$ cat config.mk
export PLATFORM = sky130hd
export DESIGN_NAME = epoch_seconds_to_utc_date
export DESIGN_NICKNAME = d
export VERILOG_FILES = /design/src/rtl/esu_pkg.sv /design/src/rtl/epoch_seconds_to_utc_date.sv
export VERILOG_INCLUDE_DIRS = /design/src /design/src/rtl
export SDC_FILE = /design/constraint.sdc
export NUM_CORES = 2
export LEC_CHECK = 0
export BUFFER_PORTS_ARGS = -buffer_cell sky130_fd_sc_hd__buf_2
export CORE_ASPECT_RATIO = 1.2
export CORE_MARGIN = 5
export CORE_UTILIZATION = 55
export CTS_CLUSTER_SIZE = 25
export DETAILED_ROUTE_END_ITERATION = 8
export MAX_ROUTING_LAYER = met4
export PLACE_DENSITY = 0.71
export SYNTH_ARGS = -nofsm -noshare
export SYNTH_HDL_FRONTEND = slang
export SYNTH_SLANG_ARGS = --single-unit
export TNS_END_PERCENT = 20
$ cat constraint.sdc
create_clock -name clk -period 25.6 [get_ports clk]
set_clock_uncertainty 0.2 [all_clocks]
set_input_delay 5.12 -clock clk [delete_from_list [all_inputs] [get_ports clk]]
set_output_delay 5.12 -clock clk [all_outputs]
set_load 0.02 [all_outputs]
$ cat src/rtl/epoch_seconds_to_utc_date_macros.svh
// ============================================================================
// Assertion macros for the epoch-to-calendar converter
// Shared property wrappers on clk with a synchronous active-low reset.
// ============================================================================
`ifndef EPOCH_SECONDS_TO_UTC_DATE_MACROS_SVH
`define EPOCH_SECONDS_TO_UTC_DATE_MACROS_SVH

// Same-cycle implication, disabled while reset is held
`define ESU_ASSERT_IMP(lbl, ante, cons, msg) \
  lbl: assert property (@(posedge clk) disable iff (!rst_n) (ante) |-> (cons)) \
    else $error(msg);

// Next-cycle implication, disabled while reset is held
`define ESU_ASSERT_NXT(lbl, ante, cons, msg) \
  lbl: assert property (@(posedge clk) disable iff (!rst_n) (ante) |=> (cons)) \
    else $error(msg);

`endif

$ cat src/rtl/esu_pkg.sv
// ============================================================================
// esu_pkg
// Constants and types for the epoch-seconds to UTC calendar converter.
// ============================================================================
package esu_pkg;

  // Pipeline depth: register stages from input to output register
  localparam int NSTG = 11;

  // Clock-of-day constants
  localparam logic [5:0] SEC_PER_MIN = 6'd60;
  localparam logic [5:0] MIN_PER_HR  = 6'd60;
  localparam logic [4:0] HR_PER_DAY  = 5'd24;
  localparam logic [2:0] DAYS_PER_WK = 3'd7;
  localparam logic [2:0] WDAY_OFS    = 3'd4;   // 1970-01-01 was a Thursday

  // Reciprocal multipliers: q = (x * M) >> SH, exact over the input range
  localparam logic [31:0] DIV60_M  = 32'h8888_8889;  // any 32-bit x
  localparam int          DIV60_SH = 37;
  localparam logic [20:0] DIV24_M  = 21'd1398102;    // x < 2^21
  localparam int          DIV24_SH = 25;
  localparam logic [17:0] DIV7_M   = 18'd149797;     // x < 349525
  localparam int          DIV7_SH  = 20;
  localparam logic [15:0] DIV4Y_M  = 16'd45934;      // x < 94519
  localparam int          DIV4Y_SH = 26;

  // Day-count constants, days rebased to 0000-03-01
  localparam int          DAYS_0000_TO_1970 = 719468;
  localparam int          DAYS_PER_400Y     = 146097;
  localparam int          DAYS_PER_100Y     = 36524;
  localparam int          DAYS_PER_4Y       = 1461;
  localparam int          DAYS_PER_YR       = 365;
  localparam int          DAYS_PER_5MON     = 153;
  localparam int          DAYS_PER_2MON     = 61;
  localparam int          DAYS_PER_MON      = 31;
  localparam int          DAYS_MAR_TO_DEC   = 31 + 30 + 31 + 30 + 31 + 31 + 30 + 31 + 30 + 31;
  localparam int          DAYS_JAN_FEB      = 59;

  // Every input lands in 400-year era 4 or 5: strip four eras up front
  localparam logic [17:0] DAY_OFS_CYC4 = 18'(DAYS_0000_TO_1970 - 4 * DAYS_PER_400Y);

  // Year arithmetic, kept modulo 256 relative to 1900
  localparam int          YEAR_BASE   = 1900;
  localparam logic [7:0]  CYC4_YR_OFS = 8'(4 * 400 - YEAR_BASE);
  localparam logic [7:0]  CYC5_YR_OFS = 8'(5 * 400 - YEAR_BASE);
  localparam logic [7:0]  NONLEAP_CENT = 8'(2100 - YEAR_BASE);  // only century in range

  // March-based month index at which the calendar year rolls over
  localparam logic [3:0]  MON_JAN_MAR = 4'd10;
  localparam logic [3:0]  MON_MAR_OFS = 4'd2;

  // Time-of-day fields carried down the pipeline
  typedef struct packed {
    logic [5:0] second;
    logic [5:0] minute;
    logic [4:0] hour;
    logic [2:0] weekday;
  } tod_t;

endpackage

$ cat src/rtl/epoch_seconds_to_utc_date.sv
// ============================================================================
// epoch_seconds_to_utc_date
// Converts unsigned seconds since 1970-01-01 UTC into the broken-down
// Gregorian date and time, in an eleven-stage pipeline.
// ============================================================================
//
//  channel  handshake            payload
//  -------  -------------------  -----------------------------------------
//  in       in_valid / in_stall  in_epoch_seconds
//  out      out_valid/out_stall  out_second .. out_year_day (8 fields)
//
//  Eleven register stages: an accepted input is registered in stage 1,
//  moves through stages 2 to 10, and out_valid rises once it reaches stage 11.
//  One transaction enters per cycle while in_stall is low; every stage
//  advances each cycle unless out_stall holds it. Divisions by 60, 24, 7
//  and 1461 are reciprocal multiplies, the others compare chains, and each
//  fits inside one stage. Reset clears only the stage valid bits; payload
//  registers are not reset. Stages advance independently: an empty stage
//  loads even while the output register is stalled, so bubbles collapse
//  and in_stall rises only when every stage holds a transaction.
`include "epoch_seconds_to_utc_date_macros.svh"

module epoch_seconds_to_utc_date
  import esu_pkg::*;
(
  input  logic        clk,
  input  logic        rst_n,
  input  logic        in_valid,
  output logic        in_stall,
  input  logic [31:0] in_epoch_seconds,
  output logic        out_valid,
  input  logic        out_stall,
  output logic [5:0]  out_second,
  output logic [5:0]  out_minute,
  output logic [4:0]  out_hour,
  output logic [2:0]  out_weekday,
  output logic [4:0]  out_month_day,
  output logic [3:0]  out_month_index,
  output logic [7:0]  out_years_since_1900,
  output logic [8:0]  out_year_day
);

  // --------------------------------------------------------------------------
  // Stage valid bits and per-stage load enables
  // --------------------------------------------------------------------------
  logic [NSTG:1] v_r;
  logic [NSTG:1] v_in;
  logic [NSTG:1] ld;

  assign v_in = {v_r[NSTG-1:1], in_valid};

  // Load a stage when it is empty or its contents move on
  always_comb begin
    ld[NSTG] = !v_r[NSTG] || !out_stall;
    for (int i = NSTG - 1; i >= 1; i--) begin
      ld[i] = !v_r[i] || ld[i+1];
    end
  end

  assign in_stall  = !ld[1];
  assign out_valid = v_r[NSTG];

  // Advance valid bits
  always_ff @(posedge clk) begin
    if (!rst_n) begin
      v_r <= '0;
    end else begin
      for (int i = 1; i <= NSTG; i++) begin
        if (ld[i]) begin
          v_r[i] <= v_in[i];
        end
      end
    end
  end

  // --------------------------------------------------------------------------
  // Stage 1: seconds / 60
  // --------------------------------------------------------------------------
  logic [63:0] s1_prod;
  logic [31:0] s1_t_r;
  logic [26:0] s1_q1_r;

  assign s1_prod = 64'(in_epoch_seconds) * 64'(DIV60_M);

  always_ff @(posedge clk) begin
    if (ld[1]) begin
      s1_t_r  <= in_epoch_seconds;
      s1_q1_r <= s1_prod[63:DIV60_SH];
    end
  end

  // --------------------------------------------------------------------------
  // Stage 2: second remainder, minutes / 60
  // --------------------------------------------------------------------------
  logic [31:0] s2_q1x60;
  logic [63:0] s2_prod;
  tod_t        s2_tod_nxt;
  tod_t        s2_tod_r;
  logic [26:0] s2_q1_r;
  logic [20:0] s2_q2_r;

  assign s2_q1x60 = 32'(s1_q1_r) * 32'(SEC_PER_MIN);
  assign s2_prod  = 64'(s1_q1_r) * 64'(DIV60_M);

  always_comb begin
    s2_tod_nxt        = '0;
    s2_tod_nxt.second = 6'(s1_t_r - s2_q1x60);
  end

  always_ff @(posedge clk) begin
    if (ld[2]) begin
      s2_tod_r <= s2_tod_nxt;
      s2_q1_r  <= s1_q1_r;
      s2_q2_r  <= s2_prod[DIV60_SH+20:DIV60_SH];
    end
  end

  // --------------------------------------------------------------------------
  // Stage 3: minute remainder, hours / 24
  // --------------------------------------------------------------------------
  logic [26:0] s3_q2x60;
  logic [41:0] s3_prod;
  tod_t        s3_tod_nxt;
  tod_t        s3_tod_r;
  logic [20:0] s3_q2_r;
  logic [15:0] s3_days_r;

  assign s3_q2x60 = 27'(s2_q2_r) * 27'(MIN_PER_HR);
  assign s3_prod  = 42'(s2_q2_r) * 42'(DIV24_M);

  always_comb begin
    s3_tod_nxt        = s2_tod_r;
    s3_tod_nxt.minute = 6'(s2_q1_r - s3_q2x60);
  end

  always_ff @(posedge clk) begin
    if (ld[3]) begin
      s3_tod_r  <= s3_tod_nxt;
      s3_q2_r   <= s2_q2_r;
      s3_days_r <= s3_prod[DIV24_SH+15:DIV24_SH];
    end
  end

  // --------------------------------------------------------------------------
  // Stage 4: hour remainder, weekday / 7, day within 400-year cycle
  // --------------------------------------------------------------------------
  logic [20:0] s4_daysx24;
  logic [15:0] s4_wx;
  logic [33:0] s4_prod;
  logic [17:0] s4_dsum;
  logic        s4_cyc5;
  logic [17:0] s4_doc;
  tod_t        s4_tod_nxt;
  tod_t        s4_tod_r;
  logic [15:0] s4_wx_r;
  logic [12:0] s4_wq_r;
  logic [17:0] s4_doc_r;
  logic        s4_cyc5_r;

  assign s4_daysx24 = 21'(s3_days_r) * 21'(HR_PER_DAY);
  assign s4_wx      = s3_days_r + 16'(WDAY_OFS);
  assign s4_prod    = 34'(s4_wx) * 34'(DIV7_M);
  assign s4_dsum    = 18'(s3_days_r) + DAY_OFS_CYC4;
  assign s4_cyc5    = (s4_dsum >= 18'(DAYS_PER_400Y));
  assign s4_doc     = s4_cyc5 ? 18'(s4_dsum - 18'(DAYS_PER_400Y)) : s4_dsum;

  always_comb begin
    s4_tod_nxt      = s3_tod_r;
    s4_tod_nxt.hour = 5'(s3_q2_r - s4_daysx24);
  end

  always_ff @(posedge clk) begin
    if (ld[4]) begin
      s4_tod_r  <= s4_tod_nxt;
      s4_wx_r   <= s4_wx;
      s4_wq_r   <= s4_prod[DIV7_SH+12:DIV7_SH];
      s4_doc_r  <= s4_doc;
      s4_cyc5_r <= s4_cyc5;
    end
  end

  // --------------------------------------------------------------------------
  // Stage 5: weekday remainder, century split
  // The final leap day of a 400-year cycle falls out as century 3 with a
  // full 36524-day remainder, which the year clamp below maps to day 365.
  // --------------------------------------------------------------------------
  logic [15:0] s5_wqx7;
  logic [1:0]  s5_cent;
  logic [17:0] s5_centdays;
  tod_t        s5_tod_nxt;
  tod_t        s5_tod_r;
  logic [1:0]  s5_cent_r;
  logic [15:0] s5_dic_r;
  logic        s5_cyc5_r;

  assign s5_wqx7 = 16'(s4_wq_r) * 16'(DAYS_PER_WK);

  always_comb begin
    if (s4_doc_r >= 18'(3 * DAYS_PER_100Y)) begin
      s5_cent = 2'd3;
    end else if (s4_doc_r >= 18'(2 * DAYS_PER_100Y)) begin
      s5_cent = 2'd2;
    end else if (s4_doc_r >= 18'(DAYS_PER_100Y)) begin
      s5_cent = 2'd1;
    end else begin
      s5_cent = 2'd0;
    end
    s5_centdays        = 18'(s5_cent) * 18'(DAYS_PER_100Y);
    s5_tod_nxt         = s4_tod_r;
    s5_tod_nxt.weekday = 3'(s4_wx_r - s5_wqx7);
  end

  always_ff @(posedge clk) begin
    if (ld[5]) begin
      s5_tod_r  <= s5_tod_nxt;
      s5_cent_r <= s5_cent;
      s5_dic_r  <= 16'(s4_doc_r - s5_centdays);
      s5_cyc5_r <= s4_cyc5_r;
    end
  end

  // --------------------------------------------------------------------------
  // Stage 6: 4-year split (day in century / 1461)
  // --------------------------------------------------------------------------
  logic [31:0] s6_prod;
  tod_t        s6_tod_r;
  logic [1:0]  s6_cent_r;
  logic [15:0] s6_dic_r;
  logic        s6_cyc5_r;
  logic [4:0]  s6_qyear_r;

  assign s6_prod = 32'(s5_dic_r) * 32'(DIV4Y_M);

  always_ff @(posedge clk) begin
    if (ld[6]) begin
      s6_tod_r   <= s5_tod_r;
      s6_cent_r  <= s5_cent_r;
      s6_dic_r   <= s5_dic_r;
      s6_cyc5_r  <= s5_cyc5_r;
      s6_qyear_r <= s6_prod[DIV4Y_SH+4:DIV4Y_SH];
    end
  end

  // --------------------------------------------------------------------------
  // Stage 7: day within 4-year group, year base relative to 1900
  // --------------------------------------------------------------------------
  logic [15:0] s7_qydays;
  logic [7:0]  s7_base;
  tod_t        s7_tod_r;
  logic [10:0] s7_diqy_r;
  logic [7:0]  s7_base_r;

  assign s7_qydays = 16'(s6_qyear_r) * 16'(DAYS_PER_4Y);
  assign s7_base   = 8'(8'(s6_cent_r) * 8'd100 + 8'(s6_qyear_r) * 8'd4)
                   + (s6_cyc5_r ? CYC5_YR_OFS : CYC4_YR_OFS);

  always_ff @(posedge clk) begin
    if (ld[7]) begin
      s7_tod_r  <= s6_tod_r;
      s7_diqy_r <= 11'(s6_dic_r - s7_qydays);
      s7_base_r <= s7_base;
    end
  end

  // --------------------------------------------------------------------------
  // Stage 8: year within group, clamped to 3 for the 4-year leap day
  // --------------------------------------------------------------------------
  logic [1:0]  s8_yr;
  tod_t        s8_tod_r;
  logic [8:0]  s8_diy_r;
  logic [7:0]  s8_ymar_r;

  always_comb begin
    if (s7_diqy_r >= 11'(3 * DAYS_PER_YR)) begin
      s8_yr = 2'd3;
    end else if (s7_diqy_r >= 11'(2 * DAYS_PER_YR)) begin
      s8_yr = 2'd2;
    end else if (s7_diqy_r >= 11'(DAYS_PER_YR)) begin
      s8_yr = 2'd1;
    end else begin
      s8_yr = 2'd0;
    end
  end

  always_ff @(posedge clk) begin
    if (ld[8]) begin
      s8_tod_r  <= s7_tod_r;
      s8_diy_r  <= 9'(s7_diqy_r - 11'(s8_yr) * 11'(DAYS_PER_YR));
      s8_ymar_r <= s7_base_r + 8'(s8_yr);
    end
  end

  // --------------------------------------------------------------------------
  // Stage 9: five-month split, leap flag of the March-based year
  // --------------------------------------------------------------------------
  logic [1:0]  s9_qmon;
  tod_t        s9_tod_r;
  logic [8:0]  s9_diy_r;
  logic [7:0]  s9_ymar_r;
  logic [1:0]  s9_qmon_r;
  logic [7:0]  s9_r1_r;
  logic        s9_leap_r;

  always_comb begin
    if (s8_diy_r >= 9'(2 * DAYS_PER_5MON)) begin
      s9_qmon = 2'd2;
    end else if (s8_diy_r >= 9'(DAYS_PER_5MON)) begin
      s9_qmon = 2'd1;
    end else begin
      s9_qmon = 2'd0;
    end
  end

  always_ff @(posedge clk) begin
    if (ld[9]) begin
      s9_tod_r  <= s8_tod_r;
      s9_diy_r  <= s8_diy_r;
      s9_ymar_r <= s8_ymar_r;
      s9_qmon_r <= s9_qmon;
      s9_r1_r   <= 8'(s8_diy_r - 9'(s9_qmon) * 9'(DAYS_PER_5MON));
      s9_leap_r <= (s8_ymar_r[1:0] == 2'd0) && (s8_ymar_r != NONLEAP_CENT);
    end
  end

  // --------------------------------------------------------------------------
  // Stage 10: two-month split
  // --------------------------------------------------------------------------
  logic [1:0]  s10_bmon;
  tod_t        s10_tod_r;
  logic [8:0]  s10_diy_r;
  logic [7:0]  s10_ymar_r;
  logic        s10_leap_r;
  logic [5:0]  s10_r2_r;
  logic [3:0]  s10_mon_r;

  always_comb begin
    if (s9_r1_r >= 8'(2 * DAYS_PER_2MON)) begin
      s10_bmon = 2'd2;
    end else if (s9_r1_r >= 8'(DAYS_PER_2MON)) begin
      s10_bmon = 2'd1;
    end else begin
      s10_bmon = 2'd0;
    end
  end

  always_ff @(posedge clk) begin
    if (ld[10]) begin
      s10_tod_r  <= s9_tod_r;
      s10_diy_r  <= s9_diy_r;
      s10_ymar_r <= s9_ymar_r;
      s10_leap_r <= s9_leap_r;
      s10_r2_r   <= 6'(s9_r1_r - 8'(s10_bmon) * 8'(DAYS_PER_2MON));
      s10_mon_r  <= 4'(4'(s9_qmon_r) * 4'd5 + 4'(s10_bmon) * 4'd2);
    end
  end

  // --------------------------------------------------------------------------
  // Stage 11: month split, shift to January-based calendar, output register
  // --------------------------------------------------------------------------
  logic        s11_m;
  logic [3:0]  s11_mon;
  logic [4:0]  s11_mday;
  logic [3:0]  s11_mon_out;
  logic [7:0]  s11_year_out;
  logic [8:0]  s11_yday_out;
  tod_t        s11_tod_r;
  logic [4:0]  s11_mday_r;
  logic [3:0]  s11_mon_r;
  logic [7:0]  s11_year_r;
  logic [8:0]  s11_yday_r;

  always_comb begin
    s11_m    = (s10_r2_r >= 6'(DAYS_PER_MON));
    s11_mday = 5'(s10_r2_r - (s11_m ? 6'(DAYS_PER_MON) : 6'd0) + 6'd1);
    s11_mon  = s10_mon_r + 4'(s11_m);
    // January and February belong to the next calendar year
    if (s11_mon >= MON_JAN_MAR) begin
      s11_mon_out  = s11_mon - MON_JAN_MAR;
      s11_year_out = s10_ymar_r + 8'd1;
      s11_yday_out = s10_diy_r - 9'(DAYS_MAR_TO_DEC);
    end else begin
      s11_mon_out  = s11_mon + MON_MAR_OFS;
      s11_year_out = s10_ymar_r;
      s11_yday_out = s10_diy_r + 9'(DAYS_JAN_FEB) + 9'(s10_leap_r);
    end
  end

  always_ff @(posedge clk) begin
    if (ld[11]) begin
      s11_tod_r  <= s10_tod_r;
      s11_mday_r <= s11_mday;
      s11_mon_r  <= s11_mon_out;
      s11_year_r <= s11_year_out;
      s11_yday_r <= s11_yday_out;
    end
  end

  assign out_second           = s11_tod_r.second;
  assign out_minute           = s11_tod_r.minute;
  assign out_hour             = s11_tod_r.hour;
  assign out_weekday          = s11_tod_r.weekday;
  assign out_month_day        = s11_mday_r;
  assign out_month_index      = s11_mon_r;
  assign out_years_since_1900 = s11_year_r;
  assign out_year_day         = s11_yday_r;

  // --------------------------------------------------------------------------
  // Assertions
  // --------------------------------------------------------------------------
  `ESU_ASSERT_IMP(a_tod_range, out_valid,
    out_second < 6'd60 && out_minute < 6'd60 && out_hour < 5'd24 && out_weekday < 3'd7,
    "time of day field out of range")
  `ESU_ASSERT_IMP(a_date_range, out_valid,
    out_month_day != 5'd0 && out_month_index < 4'd12 && out_year_day <= 9'd365 &&
    out_years_since_1900 >= 8'd70 && out_years_since_1900 <= 8'd206,
    "date field out of range")
  `ESU_ASSERT_IMP(a_jan_yday, out_valid && out_month_index == 4'd0,
    out_year_day == 9'(out_month_day) - 9'd1,
    "January day of year disagrees with day of month")
  `ESU_ASSERT_NXT(a_entry, in_valid && !in_stall, v_r[1], "accepted transaction missing from first stage")

endmodule

Yosys cells after proc, flatten, opt, wreduce, memory -nomap -nowiden
Cells that the tools add are included.
- flip-flop bits (word level): 458
- input port bits: 36
- output and inout port bits: 48
- word-level logic and storage cells: 177
- add/sub/neg operators: 25
- multipliers: 16
- order comparisons: 13
- eq/ne operators: 1
- multiplexer cells: 16
- reductions and logical operators: 26
- operators with widths (kind ; count):
    $mul A32 B32 Y64 const B ; 1
    $mul A27 B32 Y58 const B ; 1
    $mul A21 B20 Y40 const B ; 1
    $ge A18 B17 Y1 const B ; 2
    $mul A16 B18 Y33 const B ; 1
    $mul A16 B15 Y30 const B ; 1
    $mul A27 B4 Y4 const B ; 1
    $mul A21 B4 Y4 const B ; 1
    $add A16 B18 Y18 const B ; 1
    $ge A18 B16 Y1 const B ; 1
    $ge A18 B18 Y1 const B ; 1
    $mux W18 ; 1
    $sub A18 B18 Y18 const B ; 1
    $sub A6 B6 Y6 ; 3
    $add A16 B3 Y16 const B ; 1
    $mul A16 B2 Y2 const B ; 1
    $mux W8 ; 2
    $sub A16 B16 Y16 ; 1
    $mul A2 B14 Y14 const B ; 1
    $logic_not A1 Y1 ; 13
    $mul A13 B3 Y3 const B ; 1
    $mux W2 ; 6
    $ge A11 B10 Y1 const B ; 1
    $ge A11 B11 Y1 const B ; 1
    other kinds (38) ; 52

Longest topological paths before layout
- depth in word-level cells: 13
- depth in mapped cells: 24
- depth with buffers taken out: 24

Worst setup path after synthesis
Ideal clock, no wire load.
- path type: input-to-output
- start point: input out_stall
- end point: output in_stall
- arrival time: 8.186 ns
- data required time: 20.280 ns
- path slack: 12.094 ns
- stages: 8
- buffers on the path: 0
- path through: and3_1 inv_1 nor2_1 and2_1 and3_1 and3_1 nand2_1 inv_1
- cells in the longest elaborated chain, start to end: 13
- RTL lines (item ; RTL line ; RTL):
    start, declared ; epoch_seconds_to_utc_date.sv:32 ; input logic out_stall,
    $logic_not A1 Y1 ; epoch_seconds_to_utc_date.sv:54 ; ld[NSTG] = !v_r[NSTG] || !out_stall;
    $logic_or A1 B1 Y1 ; epoch_seconds_to_utc_date.sv:54 ;
    $logic_or A1 B1 Y1 ; epoch_seconds_to_utc_date.sv:56 ; ld[i] = !v_r[i] || ld[i+1];
    via ld, one bit ; epoch_seconds_to_utc_date.sv:48 ; logic [NSTG:1] ld;
    $logic_or A1 B1 Y1 (9 in a row) ; epoch_seconds_to_utc_date.sv:56 ;
    $logic_not A1 Y1 ; epoch_seconds_to_utc_date.sv:60 ; assign in_stall = !ld[1];
    end, declared ; epoch_seconds_to_utc_date.sv:29 ; output logic in_stall,
The timed path passes the listed nets, and every way through them passes these cells.

Final worst setup path
Ends and elaborated chain as after synthesis.

==> flow_metrics.py <==
metrics = {
    "status": {
        "status": "complete, no violations",
    },
    "setup_path": {
        "cp.arrival_ps": 7160,
        "cp_max_fo": 34,
        "critical_path_required_ps": 20280,
        "r2r_start": "s2_q2_r[1]",
        "worstRegToRegCells": 21,
        "critPathLaunch": "out_stall",
        "worst_setup_path_end_kind": "output pin",
        "worstSetupPathType": "in -> out",
        "setup.worst_path.start_class": "primary input",
    },
    "synth": {
        "yosysTopAreaCellShare": 0.269,
        "ys_types": 81,
        "synth_area_um2": 48600,
        "ys_seq_elements": 446,
        "synth_flop_cell": "edfxtp_1",
        "ys_seq_area_frac": 0.273,
        "yosysWarningCount": 0,
        "syn-num-nets": 5883,
        "synthArstFlopShare": 0,
        "synth.avg_cell_area_um2": 11.3,
        "synth_cells": 4296,
        "synth.top_cells.by_area": "edfxtp_1, ha_1, fa_1, inv_1, xnor2_1",
        "yosys.area.top_type": "edfxtp_1",
        "synth_edf_count": 435,
    },
    "clock_tree": {
        "cts.sinks": 446,
        "cts-root-buf": "clkbuf_16",
        "post_cts_buffers": 0,
        "insertion_delay_ps": 610,
        "cts_tree": "done",
        "clockBufferDepth": 3,
        "cts_hold_buffers": 0,
        "post_cts_resize_count": 0,
        "clkSlewWorstSetupHoldPaths_ps": 60,
        "htreeDepth": 2,
        "numCtsBuffers": 47,
    },
    "final_layout": {
        "instances_no_fill": 5608,
        "final_net_count": 6007,
        "drive_gt1_frac": 0.0451,
        "fillers": 7124,
        "area_growth_syn_to_layout_pct": 7.07,
    },
    "floorplanning": {
        "die_area_um2": 94400,
        "fp.coreArea_um2": 87700,
        "io_pins": 84,
        "start_util": 0.554,
        "die_h_um": 336,
        "die_x_um": 281,
        "rows": 119,
    },
    "route": {
        "drt_iter0_markers": 1148,
        "finalWirelength_mm": 94.8,
        "vias": 29277,
        "ant_nets": 0,
        "drc": 0,
        "drtPass1Iterations": 6,
        "wl_per_cell_um": 16.9,
        "vias_per_cell": 5.22,
    },
    "sta": {
        "tightest_slew_ps": 1100,
        "fin_hold_ws_ps": 213,
        "setup_viol": 0,
        "slew-limit-headroom": 0.265,
        "min_period_ps": 12480,
        "rsz0062_at_grt": "false",
        "tns_ps": 0,
        "finalMaxSlewViolations": 0,
        "worst_slack_ps": 13120,
        "fmax_ghz": 0.0801,
        "post-route-period-util": 0.487,
        "hold_viol": 0,
    },
    "placement": {
        "io_buffers": 83,
        "dp_hpwl_mm": 82.1,
        "placedCellCount": 5520,
        "finalWeightedCongestion": 0.928,
        "dp_worst_setup_slack_ps": 13140,
    },
    "flow_run": {
        "maxCapViolations": 0,
    },
    "global_routing": {
        "grt-ovfl-total": 0,
        "grt_pass1_vias": 31263,
        "grt_pass1_wl_mm": 157,
        "grt.total_usage": 0.213,
        "antenna_found_initial": 1,
        "grt_max_degree": 49,
    },
    "worst_hold_path": {
        "hold_depth": 0,
        "hold_class": "reg -> reg",
        "min_from": "s6_tod_r[18]",
    },
}
[metal layers]
layer / global-route usage / up-vias / wire, um
li1: - / 14353 / -
met1: 0.262 / 14292 / 39700
met2: 0.372 / 474 / 48800
met3: 0.0238 / 158 / 3250
met4: 0.0633 / 0 / 3040
met5: - / - / 0
[cells in the mapped netlist, types with 9 or more instances]
cell / n
inv_1: 1148
ha_1: 982
fa_1: 569
edfxtp_1: 435
a21oi_1: 163
xnor2_1: 152
nand2_1: 106
nor2_1: 95
a21o_1: 82
o21ai_0: 81
xor2_1: 67
nand3_1: 39
nor3_1: 31
nor2b_1: 29
nand2b_1: 26
nand4_1: 26
o21a_1: 26
and3_1: 18
o21bai_1: 18
a211oi_1: 15
o211ai_1: 12
clkbuf_1: 11
dfxtp_1: 11
a31oi_1: 10
nor4_1: 9
[flip-flops by register name (all words and copies together), names as in the netlist, 9 cells and up]
| register | count |
|---|---|
| s5_tod_r | 20 |
| s8_diy_r | 9 |
| s10_tod_r | 20 |
| s6_tod_r | 20 |
| s1_q1_r | 27 |
| s6_dic_r | 11 |
| out_year_day | 9 |
| s5_dic_r | 16 |
| s8_tod_r | 20 |
| s10_diy_r | 9 |
| s3_days_r | 16 |
| s7_diqy_r | 11 |
| v_r | 11 |
| s7_tod_r | 20 |
| s3_tod_r | 12 |
| s4_doc_r | 18 |
| s4_tod_r | 17 |
| s9_tod_r | 20 |
| s9_diy_r | 9 |
| s2_q2_r | 21 |
[layout by cell type, fill, tap and decap left out, types with 9 or more instances in the layout]
master / Yosys / final
o21a_1: 26 / 26
o211ai_1: 12 / 12
xor2_1: 67 / 67
xnor2_1: 152 / 152
nor2b_1: 29 / 29
nand2b_1: 26 / 26
o21bai_1: 18 / 18
and3_1: 18 / 18
a21oi_1: 163 / 163
inv_1: 1148 / 1146
edfxtp_1: 435 / 435
ha_1: 982 / 982
clkbuf_16: 0 / 47
nor4_1: 9 / 9
a31oi_1: 10 / 10
nand2_1: 106 / 103
nand3_1: 39 / 38
nand4_1: 26 / 26
buf_2: 2 / 83
a211oi_1: 15 / 15
a21o_1: 82 / 82
dfxtp_1: 11 / 11
nor2_1: 95 / 95
fa_1: 569 / 569
nor3_1: 31 / 31
o21ai_0: 81 / 81
[cell families (layout without fill, tap and decap cells)]
kind of cell / after synthesis / count (layout) / synth area share
multiplexers: 7 / 7 / 0.00149
AO/OA/AOI/OAI: 488 / 488 / 0.0655
XOR/XNOR: 219 / 219 / 0.0395
adder cells (fa/ha/maj): 1551 / 1551 / 0.487
other: 0 / 1 / 0
flip-flops: 446 / 446 / 0.273
AND/OR/NAND/NOR: 421 / 421 / 0.0430
buffers and inverters: 1164 / 1326 / 0.0902
[path summary, 6_finish.rpt]
kind	endpoint	slack [ps]
max reg2reg	s3_days_r[12]	18090
max	in_stall	13120
min reg2reg	s7_tod_r[18]	210
min	s7_tod_r[18]	210
[cell type report]
| cell class | instances | area [um^2] | area share |
|---|---|---|---|
| Tap cell | 1149 | 1440 | 0.0276 |
| Sequential cell | 446 | 13300 | 0.255 |
| Timing Repair Buffer | 91 | 475 | 0.00914 |
| Antenna cell | 1 | 2.50 | 0.0000481 |
| Multi-Input combinational cell | 2686 | 31000 | 0.595 |
| Clock inverter | 34 | 385 | 0.00740 |
| Clock buffer | 53 | 1200 | 0.0230 |
| Inverter | 1148 | 4310 | 0.0828 |
[metrics by stage]
| step | area (um^2) | util |
|---|---|---|
| 6_report | 52000 | 0.593 |
| 5_1_grt | 52000 | 0.593 |
| 4_1_cts | 52000 | 0.593 |
| 3_5_place_dp | 50500 | 0.575 |
| 3_3_place_gp | 50500 | 0.575 |
| 2_1_floorplan | 48600 | - |
[worst max-delay path, cell delays in order]
cell,delay [ps]
buf_2,100
and3_1,280
inv_2,60
nor2_1,160
and2_1,240
and3_1,260
and3_1,230
nand2_1,80
buf_4,280
inv_1,160
buf_2,180
Power is not shown: default switching activity piles up to over one toggle a cycle in this logic, so the estimate is an artifact.
